[src/sv/rbd_pkg.sv]
// Shared constants, types and helper functions of the 2x2 box downscaler.
package rbd_pkg;

   // Largest supported output image size.
   localparam int MAX_OUT_WIDTH  = 512;
   localparam int MAX_OUT_HEIGHT = 512;

   // Field widths.
   localparam int SIZE_W = 10;
   localparam int CH_W   = 8;
   localparam int SUM_W  = CH_W + 1;
   localparam int NUM_CH = 3;
   localparam int LINE_W = NUM_CH * SUM_W;

   localparam int LINE_DEPTH  = MAX_OUT_WIDTH;
   localparam int LINE_ADDR_W = (LINE_DEPTH > 1) ? $clog2(LINE_DEPTH) : 1;

   // Configuration port.
   localparam int CSR_ADDR_W = 3;
   localparam int CSR_DATA_W = 32;

   localparam logic [SIZE_W-1:0] HALF_WIDTH_RST  = SIZE_W'(128);
   localparam logic [SIZE_W-1:0] HALF_HEIGHT_RST = SIZE_W'(128);

   typedef enum logic {
      REG_HALF_WIDTH  = 1'b0,
      REG_HALF_HEIGHT = 1'b1
   } reg_index_type;

   // Position information from the raster counters to the datapath.
   typedef struct packed {
      logic                   col_odd;
      logic                   row_odd;
      logic                   last_col;
      logic                   last_row;
      logic [LINE_ADDR_W-1:0] line_addr;
   } ctrl_type;

   // A size of zero acts as one, and a size above the maximum acts as the maximum.
   function automatic logic [SIZE_W-1:0] clamp_size(input logic [SIZE_W-1:0] value,
                                                    input int                max_value);
      logic [SIZE_W-1:0] result;
      if (value == '0) begin
         result = SIZE_W'(1);
      end else if (int'(value) > max_value) begin
         result = SIZE_W'(max_value);
      end else begin
         result = value;
      end
      return result;
   endfunction

endpackage

[src/sv/rbd_ctrl.sv]
// Size registers and raster position counters of the 2x2 box downscaler.
module rbd_ctrl (
   input  logic                       clock,
   input  logic                       reset,
   input  logic                       advance,
   input  logic                       cfg_we,
   input  rbd_pkg::reg_index_type     cfg_index,
   input  logic [rbd_pkg::SIZE_W-1:0] cfg_data,
   output logic [rbd_pkg::SIZE_W-1:0] half_width,
   output logic [rbd_pkg::SIZE_W-1:0] half_height,
   output rbd_pkg::ctrl_type          ctrl
);

   logic [rbd_pkg::SIZE_W-1:0] half_width_ff,  half_width_in;
   logic [rbd_pkg::SIZE_W-1:0] half_height_ff, half_height_in;
   logic [rbd_pkg::SIZE_W-1:0] column_ff,      column_in;
   logic [rbd_pkg::SIZE_W-1:0] row_ff,         row_in;
   logic                       col_odd_ff,     col_odd_in;
   logic                       row_odd_ff,     row_odd_in;

   logic [rbd_pkg::SIZE_W-1:0] width_eff;
   logic [rbd_pkg::SIZE_W-1:0] height_eff;
   logic [rbd_pkg::SIZE_W-1:0] col;
   logic                       last_col;
   logic                       last_row;

   always_comb begin
      width_eff  = rbd_pkg::clamp_size(half_width_ff,  rbd_pkg::MAX_OUT_WIDTH);
      height_eff = rbd_pkg::clamp_size(half_height_ff, rbd_pkg::MAX_OUT_HEIGHT);
      col        = (column_ff >= width_eff) ? (width_eff - 1'b1) : column_ff;
      last_col   = ((rbd_pkg::SIZE_W+1)'(col) + 1'b1) >= (rbd_pkg::SIZE_W+1)'(width_eff);
      last_row   = ((rbd_pkg::SIZE_W+1)'(row_ff) + 1'b1) >= (rbd_pkg::SIZE_W+1)'(height_eff);
   end

   always_comb begin
      half_width_in  = half_width_ff;
      half_height_in = half_height_ff;
      column_in      = column_ff;
      row_in         = row_ff;
      col_odd_in     = col_odd_ff;
      row_odd_in     = row_odd_ff;
      if (cfg_we) begin
         // Any size write restarts the frame.
         if (cfg_index == rbd_pkg::REG_HALF_WIDTH) begin
            half_width_in = cfg_data;
         end else begin
            half_height_in = cfg_data;
         end
         column_in  = '0;
         row_in     = '0;
         col_odd_in = 1'b0;
         row_odd_in = 1'b0;
      end else if (advance) begin
         if (!col_odd_ff) begin
            col_odd_in = 1'b1;
         end else begin
            col_odd_in = 1'b0;
            if (last_col) begin
               column_in = '0;
               if (row_odd_ff) begin
                  row_odd_in = 1'b0;
                  row_in     = last_row ? '0 : (row_ff + 1'b1);
               end else begin
                  row_odd_in = 1'b1;
               end
            end else begin
               column_in = col + 1'b1;
            end
         end
      end
   end

   always_ff @(posedge clock) begin
      if (reset) begin
         half_width_ff  <= rbd_pkg::HALF_WIDTH_RST;
         half_height_ff <= rbd_pkg::HALF_HEIGHT_RST;
         column_ff      <= '0;
         row_ff         <= '0;
         col_odd_ff     <= 1'b0;
         row_odd_ff     <= 1'b0;
      end else begin
         half_width_ff  <= half_width_in;
         half_height_ff <= half_height_in;
         column_ff      <= column_in;
         row_ff         <= row_in;
         col_odd_ff     <= col_odd_in;
         row_odd_ff     <= row_odd_in;
      end
   end

   assign half_width     = half_width_ff;
   assign half_height    = half_height_ff;
   assign ctrl.col_odd   = col_odd_ff;
   assign ctrl.row_odd   = row_odd_ff;
   assign ctrl.last_col  = last_col;
   assign ctrl.last_row  = last_row;
   assign ctrl.line_addr = col[rbd_pkg::LINE_ADDR_W-1:0];

endmodule

[config.mk]
export PLATFORM = sky130hd
export DESIGN_NAME = rbd_ctrl
export DESIGN_NICKNAME = d
export VERILOG_FILES = /design/src/sv/rbd_pkg.sv /design/src/sv/rbd_ctrl.sv
export SDC_FILE = /design/constraint.sdc
export NUM_CORES = 1
export LEC_CHECK = 0
export ABC_AREA = 1
export BUFFER_PORTS_ARGS = -buffer_cell sky130_fd_sc_hd__buf_4
export CORE_ASPECT_RATIO = 1.4
export CORE_MARGIN = 4
export CORE_UTILIZATION = 43
export CTS_BUF_LIST = sky130_fd_sc_hd__clkbuf_8
export DETAILED_ROUTE_END_ITERATION = 10
export GPL_ROUTABILITY_DRIVEN = 0
export PLACE_DENSITY = 0.65
export SYNTH_ARGS = -nofsm -noshare
export SYNTH_HDL_FRONTEND = slang
export SYNTH_SLANG_ARGS = --single-unit
export TNS_END_PERCENT = 1
[constraint.sdc]
create_clock -name clock -period 4.75 [get_ports clock]
set_input_delay 0.7125 -clock clock [delete_from_list [all_inputs] [get_ports clock]]
set_output_delay 0.7125 -clock clock [all_outputs]
set_load 0.02 [all_outputs]
; ---- Word level (Yosys, flattened, before mapping)
; Index checks and enable logic that the tools add are counted.
; W data, S select, Z words.
[op_classes]
order_cmp = 5
mul = 0
bitwise_logic = 1
eq_ne = 0
reduce_logical = 8
add_sub_neg = 5
shift = 0
n_mux = 9
n_div = 0
[op_table]
columns = cell, n
row1 = $mux W10, 7
row2 = $add A10 B1 Y11 const B, 2
row3 = $ge A11 B10 Y1, 2
row4 = $add A10 B1 Y10 const B, 2
row5 = $gt A10 B10 Y1 const B, 2
row6 = $logic_not A10 Y1, 2
row7 = $ge A10 B10 Y1, 1
row8 = $sub A10 B1 Y10 const B, 1
row9 = $reduce_and A2 Y1, 3
row10 = $reduce_and A4 Y1, 1
row11 = $reduce_and A3 Y1, 1
row12 = $mux W1, 2
row13 = $reduce_or A2 Y1, 1
row14 = $not A1 Y1, 1
[totals]
romBits = 0
out_inout_bits = 33
register_bits = 42
memories = 0
mem_bits_rw = 0
latchBits = 0

; ---- Logic depth before layout (Yosys ltp)
[logic_depth]
ltp_word = 8
ltp_mapped = 38
ltp_nobuf = 36

; ---- Least setup slack after synthesis
; Ideal clock, no wire load.
[synth_path]
kind = register to output
start = reg half_width_ff (netlist bit half_width[2])
end = out ctrl[10] in the netlist's numbering
arrival_ns = 4.625
path_buffers = 3
slack_ns = -0.588
path_stages_with_launch = 30
cell_sequence = dfxtp_1 > buf_6 > nor2_2 > nand3_2 > o21ai_4 > buf_6 > nand2_1 > ha_1 > nand2_1 > nor2_1 > nand3_1 > nand4_1 > inv_1 > o21ai_0 > ha_1 > inv_1 > nor2_2 > nand3_2 > nor3_4 > nor2_1 > ha_1 > a21oi_1 > o221ai_1 > nand2_1 > nand3b_1 > nand2_1 > nand2_1 > nor2_1 > nand2_4 > buf_4
[synth_lines]
columns = item, line
row1 = from (decl), rbd_ctrl.sv:14  ; logic [rbd_pkg::SIZE_W-1:0] half_width_ff, half_width_in;
row2 = from (signal assigned), rbd_ctrl.sv:75  ; half_width_ff <= rbd_pkg::HALF_WIDTH_RST;
row3 = from (signal assigned), rbd_ctrl.sv:82  ; half_width_ff <= half_width_in;
row4 = to (decl), rbd_ctrl.sv:11  ; output rbd_pkg::ctrl_type ctrl

==> flow_summary.json <==
{
  "hold_viol": 0,
  "wl_per_cell_um": 14.5,
  "grt_max_degree": 21,
  "critPathMaxFanout": 8,
  "fin_util": 0.628,
  "diodes": 0,
  "grt_overflow_total": 0,
  "power_density_nw_per_um2": 266,
  "final_common_cell": "nand2_1",
  "start_util": 0.441,
  "status": "finished, violations left",
  "ff2ff_setup_slack_ns": 0.10,
  "power_uw": 1230,
  "async_flop_share": 0,
  "setup_viol": 1,
  "mappedNetlistArea_sq_um": 3240,
  "p_leak_uw": 0.00226,
  "ant_nets": 0,
  "clk_pin_slew_ns": 0.08,
  "routed_wirelength_um": 9990,
  "min_period_ns": 5.10,
  "die_w_um": 81.4,
  "core-area_sq_um": 7360,
  "synthToLayoutAreaGrowth_pct": 42.6,
  "ys_seq_area_frac": 0.259,
  "min_path_type": "reg -> reg",
  "cp_top_family": "simple AND/OR/NAND/NOR gates",
  "drive_above_1_share": 0.331,
  "crit_slowest_cell": "or3_1",
  "synthFlopType": "dfxtp_1",
  "setup.worst_path.start": "half_width[0]",
  "root_buffer": "clkbuf_8",
  "final-seq-area_sq_um": 852,
  "dp_hpwl_um": 7190,
  "worst_setup_path_start_kind": "flop",
  "slew_violations": 0,
  "cts_buffers": 5,
  "syn_avg_cell_area_sq_um": 6.53,
  "min-delay-start": "column_ff[9]",
  "worst-slew-pin-transition_ns": 0.907,
  "synth_cells": 497,
  "port-buffer-count": 47,
  "grt_pass1_wl_um": 15400,
  "maxCapViolCount": 0,
  "post-route-drc-count": 0,
  "timing.fmax_mhz": 196,
  "fill_cells": 645,
  "cts.path.max_buffers": 2,
  "setup.worst_path.end_class": "primary output",
  "drtPass1Iterations": 4,
  "fin_cells": 689,
  "violations": "negative setup slack",
  "fin_crit_sh": 1.07,
  "die-area_sq_um": 9020,
  "fin_ws_ns": -0.355,
  "postCtsHoldBufs": 0,
  "fin_skew_ns": 0.00509,
  "clk_latency_ns": 0.30,
  "rsz0062_at_grt": "yes",
  "io_pins": 48,
  "cp.arrival_ns": 4.39,
  "detail_route.vias_per_cell": 5.13,
  "htree_levels": 2,
  "cp.buffers_inverters": 5,
  "yosysUniqueCellTypes": 37,
  "final_cell_mix": "nand2_1 (105), buf_4 (94), nor2_1 (64)",
  "max_stage_delay_ns": 0.36,
  "multi_input_comb_area_sq_um": 2430,
  "pre_cts_ws_ns": -0.114,
  "crit_top_cell": "nand2_1",
  "path_class": "reg -> out",
  "vdd_ir_drop_max_mv": 0.218,
  "cp.required_ns": 4.04,
  "cts_tree": "done",
  "synth_fp_nets": 545,
  "grt_antenna_before_repair": 0,
  "die_h_um": 111,
  "fin_nets": 639,
  "ys_ff_latch": 42,
  "via_count": 3534,
  "fp-row-count": 37,
  "grt_pass1_vias": 3389,
  "timing.rr.start": "half_width[0]",
  "post-place-cells": 645,
  "cts_sinks": 42,
  "synth_edf_count": 0,
  "initialDrtViolationCount": 194,
  "track_usage": 0.214,
  "yosysWarnings": 0,
  "slew_headroom": 0.392
}
==> power breakdown <==
part           switching [uW]  total [uW]  internal (uW)
Sequential               14.8         380            365
Combinational             309         563            254
Clock                     132         287            155
Total                     455        1230            774
==> cells in the mapped netlist, types with 6 or more instances <==
cell | n | area (sq um)
a21oi_1 | 12 | 60.1
dfxtp_1 | 42 | 841
ha_1 | 33 | 413
inv_1 | 66 | 248
nand2_1 | 118 | 443
nand2_2 | 9 | 56.3
nand3_1 | 29 | 145
nand4_1 | 13 | 81.3
nor2_1 | 73 | 274
nor3_1 | 6 | 30.0
o21ai_0 | 25 | 125
o22ai_1 | 6 | 37.5
xor2_1 | 11 | 96.3
==> final timing paths <==
check                           cells after the start            to
worst max-delay path                               26      ctrl[10]
worst min-delay path                                2  column_ff[9]
worst max register to register                     30     row_ff[6]
worst min register to register                      2  column_ff[9]
==> state kept, by name, summed over array words and instances (netlist names) <==
| register | count |
|---|---|
| row_odd_ff | 1 |
| row_ff | 10 |
| column_ff | 10 |
| col_odd_ff | 1 |
| half_height | 10 |
| half_width | 10 |
==> per-stage QoR <==
stage | instance area [sq um] | hold WS [ns] | TNS (ns)
2_1_floorplan | 3380 | 0.452 | 0
3_3_place_gp | 3910 | 0.489 | -0.0726
3_5_place_dp | 3910 | 0.506 | -0.114
4_1_cts | 4280 | 0.517 | -0.200
5_1_grt | 4630 | 0.545 | -2.64
6_report | 4630 | 0.511 | -0.355
==> cells by family (layout without fill, tap and decap cells) <==
| kind of cell | count (synthesis) | after routing | share of synthesized area |
|---|---|---|---|
| fa+ha+maj | 33 | 33 | 0.127 |
| simple gates | 265 | 265 | 0.366 |
| flops | 42 | 42 | 0.259 |
| compound gates | 57 | 57 | 0.101 |
| buf+inv | 89 | 184 | 0.116 |
| xor+xnor | 11 | 11 | 0.0297 |
==> worst register-to-register path: cells and delay by family, from the launching register on <==
kind                     cells  cell delay [ns]
adder cells (fa/ha/maj)      2             0.49
XOR/XNOR                     1             0.23
AO/OA/AOI/OAI                3             0.53
AND/OR/NAND/NOR             19             2.23
flip-flops                   1             0.35
buffers and inverters        5             0.78
==> per-layer routing <==
layer  up-vias  global-route usage  share of wire
met5         -                   0              0
met4         0              0.0924          0.035
met3        25              0.0276          0.026
met2        75               0.390           0.55
met1      1646               0.239           0.39
li1       1788                   -              -
==> layout make-up <==
class	instances	area share
Clock buffer	5	0.0149
Clock inverter	3	0.00893
Inverter	75	0.0619
Multi-Input combinational cell	366	0.526
Sequential cell	42	0.184
Tap cell	97	0.0262
Timing Repair Buffer	101	0.178
==> what timing repair did <==
action | 4_1_cts | 5_1_grt
pin swaps | 26 | 43
buffers inserted | 17 | 18
gates cloned | 1 | 0
gates resized for setup | 22 | 42
setup endpoints to repair | 1 | 12
(Power assumes the default switching activity.)
