--- config.mk ---
export PLATFORM = sky130hd
export DESIGN_NAME = rbd_lane
export DESIGN_NICKNAME = d
export VERILOG_FILES = /design/src/sv/rbd_pkg.sv /design/src/sv/rbd_lane.sv
export SDC_FILE = /design/constraint.sdc
export NUM_CORES = 1
export LEC_CHECK = 0
export CAP_MARGIN = 10
export CORE_ASPECT_RATIO = 1.25
export CORE_MARGIN = 4
export CORE_UTILIZATION = 40
export DETAILED_ROUTE_END_ITERATION = 8
export DONT_BUFFER_PORTS = 1
export MAX_ROUTING_LAYER = met4
export PLACE_DENSITY = 0.59
export SYNTH_ARGS = -nofsm -noshare
export SYNTH_HDL_FRONTEND = slang
export SYNTH_SLANG_ARGS = --single-unit
--- constraint.sdc ---
create_clock -name clock -period 4.1 [get_ports clock]
set_input_delay 0.205 -clock clock [delete_from_list [all_inputs] [get_ports clock]]
set_output_delay 0.205 -clock clock [all_outputs]
set_load 0.005 [all_outputs]
--- src/sv/rbd_pkg.sv ---
// Shared constants, types and helper functions of the 2x2 box downscaler.
package rbd_pkg;

   // Largest supported output image size.
   localparam int MAX_OUT_WIDTH  = 512;
   localparam int MAX_OUT_HEIGHT = 512;

   // Field widths.
   localparam int SIZE_W = 10;
   localparam int CH_W   = 8;
   localparam int SUM_W  = CH_W + 1;
   localparam int NUM_CH = 3;
   localparam int LINE_W = NUM_CH * SUM_W;

   localparam int LINE_DEPTH  = MAX_OUT_WIDTH;
   localparam int LINE_ADDR_W = (LINE_DEPTH > 1) ? $clog2(LINE_DEPTH) : 1;

   // Configuration port.
   localparam int CSR_ADDR_W = 3;
   localparam int CSR_DATA_W = 32;

   localparam logic [SIZE_W-1:0] HALF_WIDTH_RST  = SIZE_W'(128);
   localparam logic [SIZE_W-1:0] HALF_HEIGHT_RST = SIZE_W'(128);

   typedef enum logic {
      REG_HALF_WIDTH  = 1'b0,
      REG_HALF_HEIGHT = 1'b1
   } reg_index_type;

   // Position information from the raster counters to the datapath.
   typedef struct packed {
      logic                   col_odd;
      logic                   row_odd;
      logic                   last_col;
      logic                   last_row;
      logic [LINE_ADDR_W-1:0] line_addr;
   } ctrl_type;

   // A size of zero acts as one, and a size above the maximum acts as the maximum.
   function automatic logic [SIZE_W-1:0] clamp_size(input logic [SIZE_W-1:0] value,
                                                    input int                max_value);
      logic [SIZE_W-1:0] result;
      if (value == '0) begin
         result = SIZE_W'(1);
      end else if (int'(value) > max_value) begin
         result = SIZE_W'(max_value);
      end else begin
         result = value;
      end
      return result;
   endfunction

endpackage

--- src/sv/rbd_lane.sv ---
// One color channel lane: horizontal pair sum and rounded mean of a 2x2 block.
module rbd_lane (
   input  logic                     clock,
   input  logic [rbd_pkg::CH_W-1:0] pixel,
   input  logic                     load_first,
   input  logic                     load_sum,
   input  logic [rbd_pkg::SUM_W-1:0] above,
   output logic [rbd_pkg::SUM_W-1:0] pair_sum,
   output logic [rbd_pkg::CH_W-1:0]  mean
);

   logic [rbd_pkg::CH_W-1:0]  first_ff;
   logic [rbd_pkg::SUM_W-1:0] sum_ff;
   logic [rbd_pkg::SUM_W+1:0] total;

   always_ff @(posedge clock) begin
      if (load_first) begin
         first_ff <= pixel;
      end
      if (load_sum) begin
         sum_ff <= pair_sum;
      end
   end

   assign pair_sum = rbd_pkg::SUM_W'(first_ff) + rbd_pkg::SUM_W'(pixel);

   // Four samples plus two, divided by four. The total stays below 1024, so
   // the mean fits in one channel.
   assign total = (rbd_pkg::SUM_W+2)'(above) + (rbd_pkg::SUM_W+2)'(sum_ff)
                + (rbd_pkg::SUM_W+2)'(2);
   assign mean  = total[rbd_pkg::SUM_W:2];

endmodule

# Word level (Yosys, flattened, before mapping)
# Index checks and enable logic that the tools add are counted.
# totals
out_inout_bits,17
in_bits,20
register_bits,17
elab_cells,5
# classes
n_addsub,3
# ops
op,count
$add 10x2->10 const B,1
$add 9x9->10,1
$add 8x8->9,1

# Logic depth before layout (Yosys ltp)
# Gate-level depths: netlist of run 1.
# logic_depth
ltp_word,2
mapped_depth,8
mapped_depth_nobuf,8

# Worst setup path before layout of run 1
# OpenSTA, ideal clock, no wires.
# synth_timing
path_kind,register to output
start,register sum_ff[2] (netlist bit)
end,output mean[7] (netlist bit)
path_buffers,0
path_slack_ns,2.157
stages_incl_launch_ff,7
required_time_ns,3.895
t_arrival_ns,1.738
cell_sequence,edfxtp_1 -> ha_1 -> fa_1 -> a21o_1 -> nand4_1 -> nand2_2 -> o311ai_2
# synth_via
elab_chain_len,2
# synth_rtl
element,line,text
start: declaration,rbd_lane.sv:13,logic [rbd_pkg::SUM_W-1:0] sum_ff;
start signal: assignment,rbd_lane.sv:21,sum_ff <= pair_sum;
$add 9x9->10,rbd_lane.sv:29,assign total = (rbd_pkg::SUM_W+2)'(above) + (rbd_pkg::SUM_W+2)'(sum_ff)
$add 10x2->10,rbd_lane.sv:30,+ (rbd_pkg::SUM_W+2)'(2);
end: declaration,rbd_lane.sv:9,output logic [rbd_pkg::CH_W-1:0] mean
# Every way passes these cells.

# Worst setup path after layout of run 1
# Same ends and word-level chain as after synthesis.

==> results.toml, run 1 <==
[critical_path]
cpPeakStageDelay_ps = 470
crit_path_max_fanout = 2
cp_slowest_cell = "fa_1"
path_cells = "ha_1 > fa_1 > a21o_1 > nand4_1 > nand2_2 > o311ai_2"
critPathCaptureType = "output port"
start_kind = "flop"
path_buf_inv = 0
arrival_ps = 2120
crit_required_ps = 3890
criticalPathCategory = "flop to output port"
crit_family = "adder cells"

[clock_tree]
cts.sinks = 17
cts_buffers = 3
cts_tree = "built"
post_cts_resized = 0
cts_max_path_buffers = 2
post_cts_buffers = 0
clk_pin_slew_ps = 60
insertion_delay_ps = 250
cts-root-buf = "clkbuf_8"
htree_levels = 1
cts_hold_buf = 0

[die]
num_rows = 23
core-area_um2 = 3190
die_y_um = 72.5
die_w_um = 59.6
die-area_um2 = 4320
io_pins = 37
start_util_pct = 41.7

[pwr]
switching_power_mw = 0.208
power_frac_seq_pct = 36.8
p_int_mw = 0.400
powerDensity_nw_per_um2 = 427
power_frac_comb_pct = 43.2
ir_worst_vdd_uv = 239
p_clk_share_pct = 20.0
switching_share_pct = 34.2
p_leak_nw = 0.589

[placement]
placedCellCount = 152
placed_area_um2 = 1380
place.gp.congestion = 0.818
port_buffers = 0
dp_hpwl_um = 1970

[final_layout]
stdcell_area_um2 = 1420
final_nets = 165
stdcell_count = 156
drive_gt1_share_pct = 9.24
area_delta_synth_final_pct = 6.85
postLayoutCoreUtil_pct = 44.6
mostFrequentLayoutCells = "ha_1, edfxtp_1"
mostFrequentLayoutCell = "ha_1"
antenna_cells = 0

[global_route]
antenna_found_initial = 0
overflow = 0
grt_pass1_vias = 936
grt_pass1_wl_um = 3910
grt_max_degree = 10
grt_usage_pct = 12.1

[synth]
synth_area_leaders = "edfxtp_1, ha_1, xor2_1"
synth-main-ff-cell = "edfxtp_1"
yosysWarnings = 0
synth_top_area_share_pct = 38.3
synth_area_um2 = 1330
seq_area_frac_synth_pct = 38.3
synth-seq-cells = 17
postSynthAreaPerCell_um2 = 11.6
synth_cells = 115
synth_nets = 160
synth.distinct_cells = 34
synth_edf_count = 17
synth-async-reset-ratio_pct = 0
yosysTopAreaCell = "edfxtp_1"

[sta]
slew_headroom_pct = 81.0
finalHoldViolCount = 0
fin_crit_ps = 2330
holdWs_ps = 45.0
setup_violations = 0
fmax_mhz = 429
worstMarginPinSlew_ps = 283
slew_viol_final = 0
setup_tns_ps = 0
finClkSkew_ps = 2.48
fin_crit_sh_pct = 56.8
rsz0062_at_grt = "false"

[run]
drv_cap = 0

[detailed_routing]
first_pass_iters = 4
postRouteAntennaNets = 0
num_vias = 893
detail_route.drc_violations = 0
wirelength_um = 2320
post_drt_wl_per_cell_um = 14.8
viasPerCell = 5.72
dr.first_iter.drc_count = 70

[min_path]
worstHoldPathType = "input pin to flop"

[run_status]
status = "finished clean"
[cells by family (layout without fill, tap and decap cells)]
logic type               Yosys count  after routing  synth area share (%)
AND/OR/NAND/NOR                   30             30                  12.2
adder cells (fa/ha/maj)           25             25                  24.6
AO/OA/AOI/OAI                     24             24                  14.3
flip-flops                        17             17                  38.3
XOR/XNOR                           9              9                  5.92
buffers and inverters              6             10                  1.69
multiplexers                       4              4                  3.00
[stage by stage]
step           power (mW)  worst slack [ps]
2_1_floorplan       0.446              2160
3_3_place_gp        0.485              2060
3_5_place_dp        0.494              2030
4_1_cts             0.621              1740
5_1_grt             0.661              1640
6_report            0.609              1770
[cells in the mapped netlist, drive strengths merged, types with 3 or more instances]
| cell | instances |
|---|---|
| nand2 | 6 |
| a21oi | 8 |
| edfxtp | 17 |
| nor3 | 3 |
| nor2 | 5 |
| inv | 6 |
| xnor2 | 4 |
| o211ai | 3 |
| nand2b | 4 |
| ha | 23 |
| mux2i | 4 |
| xor2 | 5 |
| a21o | 4 |
[flip-flops by register name, indices dropped and copies added (netlist names)]
signal	flops
first_ff	8
sum_ff	9
[power by group through the flow]
stage / clock network (mW) / registers, mW / logic, mW
6_report: 0.122 / 0.224 / 0.263
5_1_grt: 0.135 / 0.226 / 0.300
4_1_cts: 0.128 / 0.224 / 0.268
3_5_place_dp: 0 / 0.228 / 0.266
3_3_place_gp: 0 / 0.227 / 0.258
2_1_floorplan: 0 / 0.226 / 0.219
[worst reg2reg max path, stage by stage, from the launching register on]
cell and delay (ps):
edfxtp_1 360, ha_1 220, fa_1 400, a21o_1 210
a21oi_2 190, o211ai_1 140, xor2_1 180
[final timing paths]
path                                             from                     to  slack, ps  cells past startpoint
worst max-delay path              sum_ff[2]$_DFFE_PP_                mean[7]       1770                      6
worst min-delay path                         pixel[4]  first_ff[4]$_DFFE_PP_         50                      0
worst max register to register  first_ff[0]$_DFFE_PP_    sum_ff[6]$_DFFE_PP_       2140                      6
worst min register to register  first_ff[0]$_DFFE_PP_    sum_ff[0]$_DFFE_PP_        600                      1
[cell type report]
type,count,area (µm²)
inverters,6,22.5
clock buffers,4,45.0
multi-input cells,92,800
fillers,307,1770
flip-flops and latches,17,510
well taps,37,46.3
[per-layer routing]
metal  vias up  global-route usage [%]  wire, µm  part of all wire [%]
met5         -                       -         0                     0
met4         0                    5.91        54                   2.3
met3         5                    2.85       168                   7.3
met2        24                    21.7      1250                    54
met1       416                    11.9       844                    36
li1        448                       -         -                     -
No activity file was read; power rests on OpenSTA's default activity.
==> run 2, diff against run 1 <==
--- a/config.mk
+++ b/config.mk
@@ -5,6 +5,7 @@
 export SDC_FILE = /design/constraint.sdc
 export NUM_CORES = 1
 export LEC_CHECK = 0
+export ABC_AREA = 1
 export CAP_MARGIN = 10
 export CORE_ASPECT_RATIO = 1.25
 export CORE_MARGIN = 4
@@ -12,7 +13,7 @@
 export DETAILED_ROUTE_END_ITERATION = 8
 export DONT_BUFFER_PORTS = 1
 export MAX_ROUTING_LAYER = met4
-export PLACE_DENSITY = 0.59
+export PLACE_DENSITY = 0.61
 export SYNTH_ARGS = -nofsm -noshare
 export SYNTH_HDL_FRONTEND = slang
 export SYNTH_SLANG_ARGS = --single-unit
==> constraint.sdc (replaced) <==
create_clock -name clock -period 1.95 [get_ports clock]
set_input_delay 0.0975 -clock clock [delete_from_list [all_inputs] [get_ports clock]]
set_output_delay 0.0975 -clock clock [all_outputs]
set_load 0.005 [all_outputs]
==> run 2 against run 1 <==
Routed wire length is 10% higher. Combinational power is 120% higher. Clock power is 110% higher. Die area is 0.16% higher. First-iteration DRC count is 39% lower. Worst setup slack worse by 1700 ps.
==> results.toml, run 2 <==
[sta]
setup_tns_ps = 0
fin_crit_sh_pct = 95.7
slew_headroom_pct = 74.9
rsz0062_at_grt = "false"
worstMarginPinSlew_ps = 375
setup_violations = 0
finClkSkew_ps = 4.80
finalHoldViolCount = 0
fin_crit_ps = 1870
holdWs_ps = 124
fmax_mhz = 536
setup_ws_ps = 84.0
slew_viol_final = 0

[final_layout]
largest_reg_flops = 9
mostFrequentLayoutCells = "nand2_1, inv_1, edfxtp_1, ha_1, nand3_1"
stdcell_area_um2 = 1640
final_nets = 206
drive_gt1_share_pct = 15.6
area_delta_synth_final_pct = 22.8
reg.largest.list = "sum_ff: 9 flops, first_ff: 8 flops"
largest_register = "sum_ff"
fillers = 294
antenna_cells = 0
mostFrequentLayoutCell = "nand2_1"

[synth]
synth.distinct_cells = 15
synth-main-ff-cell = "edfxtp_1"
synth_nets = 191
synth-async-reset-ratio_pct = 0
yosysWarnings = 0
seq_area_frac_synth_pct = 38.2
yosysMostFrequentCell = "nand2_1"
synth_area_leaders = "edfxtp_1, ha_1, nand2_1"
synth_edf_count = 17
yosys-top-cells-count = "nand2_1, ha_1, inv_1"
synth_cells = 146
postSynthAreaPerCell_um2 = 9.14
synth_top_area_share_pct = 38.2
synth-seq-cells = 17
synth_area_um2 = 1340
yosysTopAreaCell = "edfxtp_1"

[detailed_routing]
viasPerCell = 4.98
post_drt_wl_per_cell_um = 13.0
first_pass_iters = 4
dr.first_iter.drc_count = 43
detail_route.drc_violations = 0
num_vias = 982
wirelength_um = 2550
postRouteAntennaNets = 0

[run]
drv_cap = 0

[placement]
placed_area_um2 = 1380
port_buffers = 0
post-place-ws_ps = 215
place.gp.congestion = 0.814
dp_hpwl_um = 1970

[critical_path]
start_kind = "flop"
crit_path_max_fanout = 5
crit_required_ps = 1850
arrival_ps = 1770
critPathCaptureType = "output port"
criticalPathCategory = "flop to output port"

[global_route]
grt_pass1_vias = 1055
grt_pass1_wl_um = 4170
antenna_found_initial = 0
grt_max_degree = 10
grt_usage_pct = 13.0
overflow = 0

[die]
num_rows = 23
core-area_um2 = 3220
die_w_um = 59.7
io_pins = 37
die_y_um = 72.6
start_util_pct = 41.4
die-area_um2 = 4330

[clock_tree]
cts-root-buf = "clkbuf_8"
htree_levels = 1
clk_pin_slew_ps = 60
cts.sinks = 17
cts_tree = "built"
cts_max_path_buffers = 2
insertion_delay_ps = 260
cts_buffers = 3

[pwr]
p_leak_nw = 0.789
ir_worst_vdd_uv = 503
power.total_mw = 1.31
powerDensity_nw_per_um2 = 797

[min_path]
worstHoldPathType = "input pin to flop"

[run_status]
status = "finished clean"
==> run 2: changes by cell type after synthesis, moves of 3 or more <==
cell and change:
nand2_1 +37, inv_1 +18, nand3_1 +9, mux2i_1 -4, nand2_2 +4, nand2b_1 -4, nor2_1 -4, xnor2_1 -4
nor3_1 -3, o211ai_1 -3
==> run 2: what timing repair did <==
| item | CTS | global route |
|---|---|---|
| pin swaps | 0 | 2 |
| endpoints found under the setup margin | 2 | 5 |
| hold buffers | 10 | 0 |
| endpoints found under the hold margin | 25 | 0 |
| buffers inserted | 0 | 0 |
| resized for setup | 1 | 11 |
==> run 2: metrics by stage <==
stage               utilization, %  cells
floorplan                        -    146
global placement              42.9    183
detailed placement            42.9    183
CTS                           47.4    197
global route                  50.9    197
finish                        50.9    197
==> run 2: area by class of cell <==
| class | count | area [µm²] | share of cell area [%] |
|---|---|---|---|
| repair buffers | 10 | 100 | 6.11 |
| inverters | 24 | 90.1 | 5.50 |
| flip-flops and latches | 17 | 510 | 31.1 |
| multi-input cells | 105 | 847 | 51.7 |
| clock buffers | 4 | 45.0 | 2.75 |
| well taps | 37 | 46.3 | 2.82 |
==> run 2: where the power goes <==
| group | total [mW] | internal [mW] | switching, mW |
|---|---|---|---|
| clock | 0.259 | 0.145 | 0.114 |
| combinational | 0.579 | 0.251 | 0.329 |
| sequential | 0.469 | 0.455 | 0.0140 |
==> run 2: final timing paths <==
kind / startpoint / end / slack, ps / depth (start not counted)
max reg2reg: first_ff[0]$_DFFE_PP_ / sum_ff[6]$_DFFE_PP_ / 290 / 8
max: sum_ff[7]$_DFFE_PP_ / mean[7] / 80 / 8
min reg2reg: first_ff[0]$_DFFE_PP_ / sum_ff[0]$_DFFE_PP_ / 620 / 1
min: pixel[0] / sum_ff[0]$_DFFE_PP_ / 120 / 1
==> run 2: critical path: stages, from the launching register on <==
cell	delay [ps]
edfxtp_1	370
ha_1	330
ha_4	270
nand2_1	80
inv_1	60
a21oi_1	190
nand2_1	70
nand2_1	60
nand2_1	70
==> run 2: routing by layer <==
layer / up-vias / global-route usage [%] / share of wire [%]
met5: - / - / 0
met4: 0 / 6.90 / 2.3
met3: 5 / 3.19 / 8.3
met2: 32 / 23.4 / 56
met1: 438 / 12.3 / 33
li1: 507 / - / -
==> run 2: kinds of logic (layout without fill, tap and decap cells) <==
family	count (synthesis)	after routing	share of synthesized area, %
compound gates	12	12	5.62
xor+xnor	6	6	3.94
fa+ha+maj	25	25	24.6
buf+inv	24	38	6.75
flops	17	17	38.2
simple gates	62	62	20.9
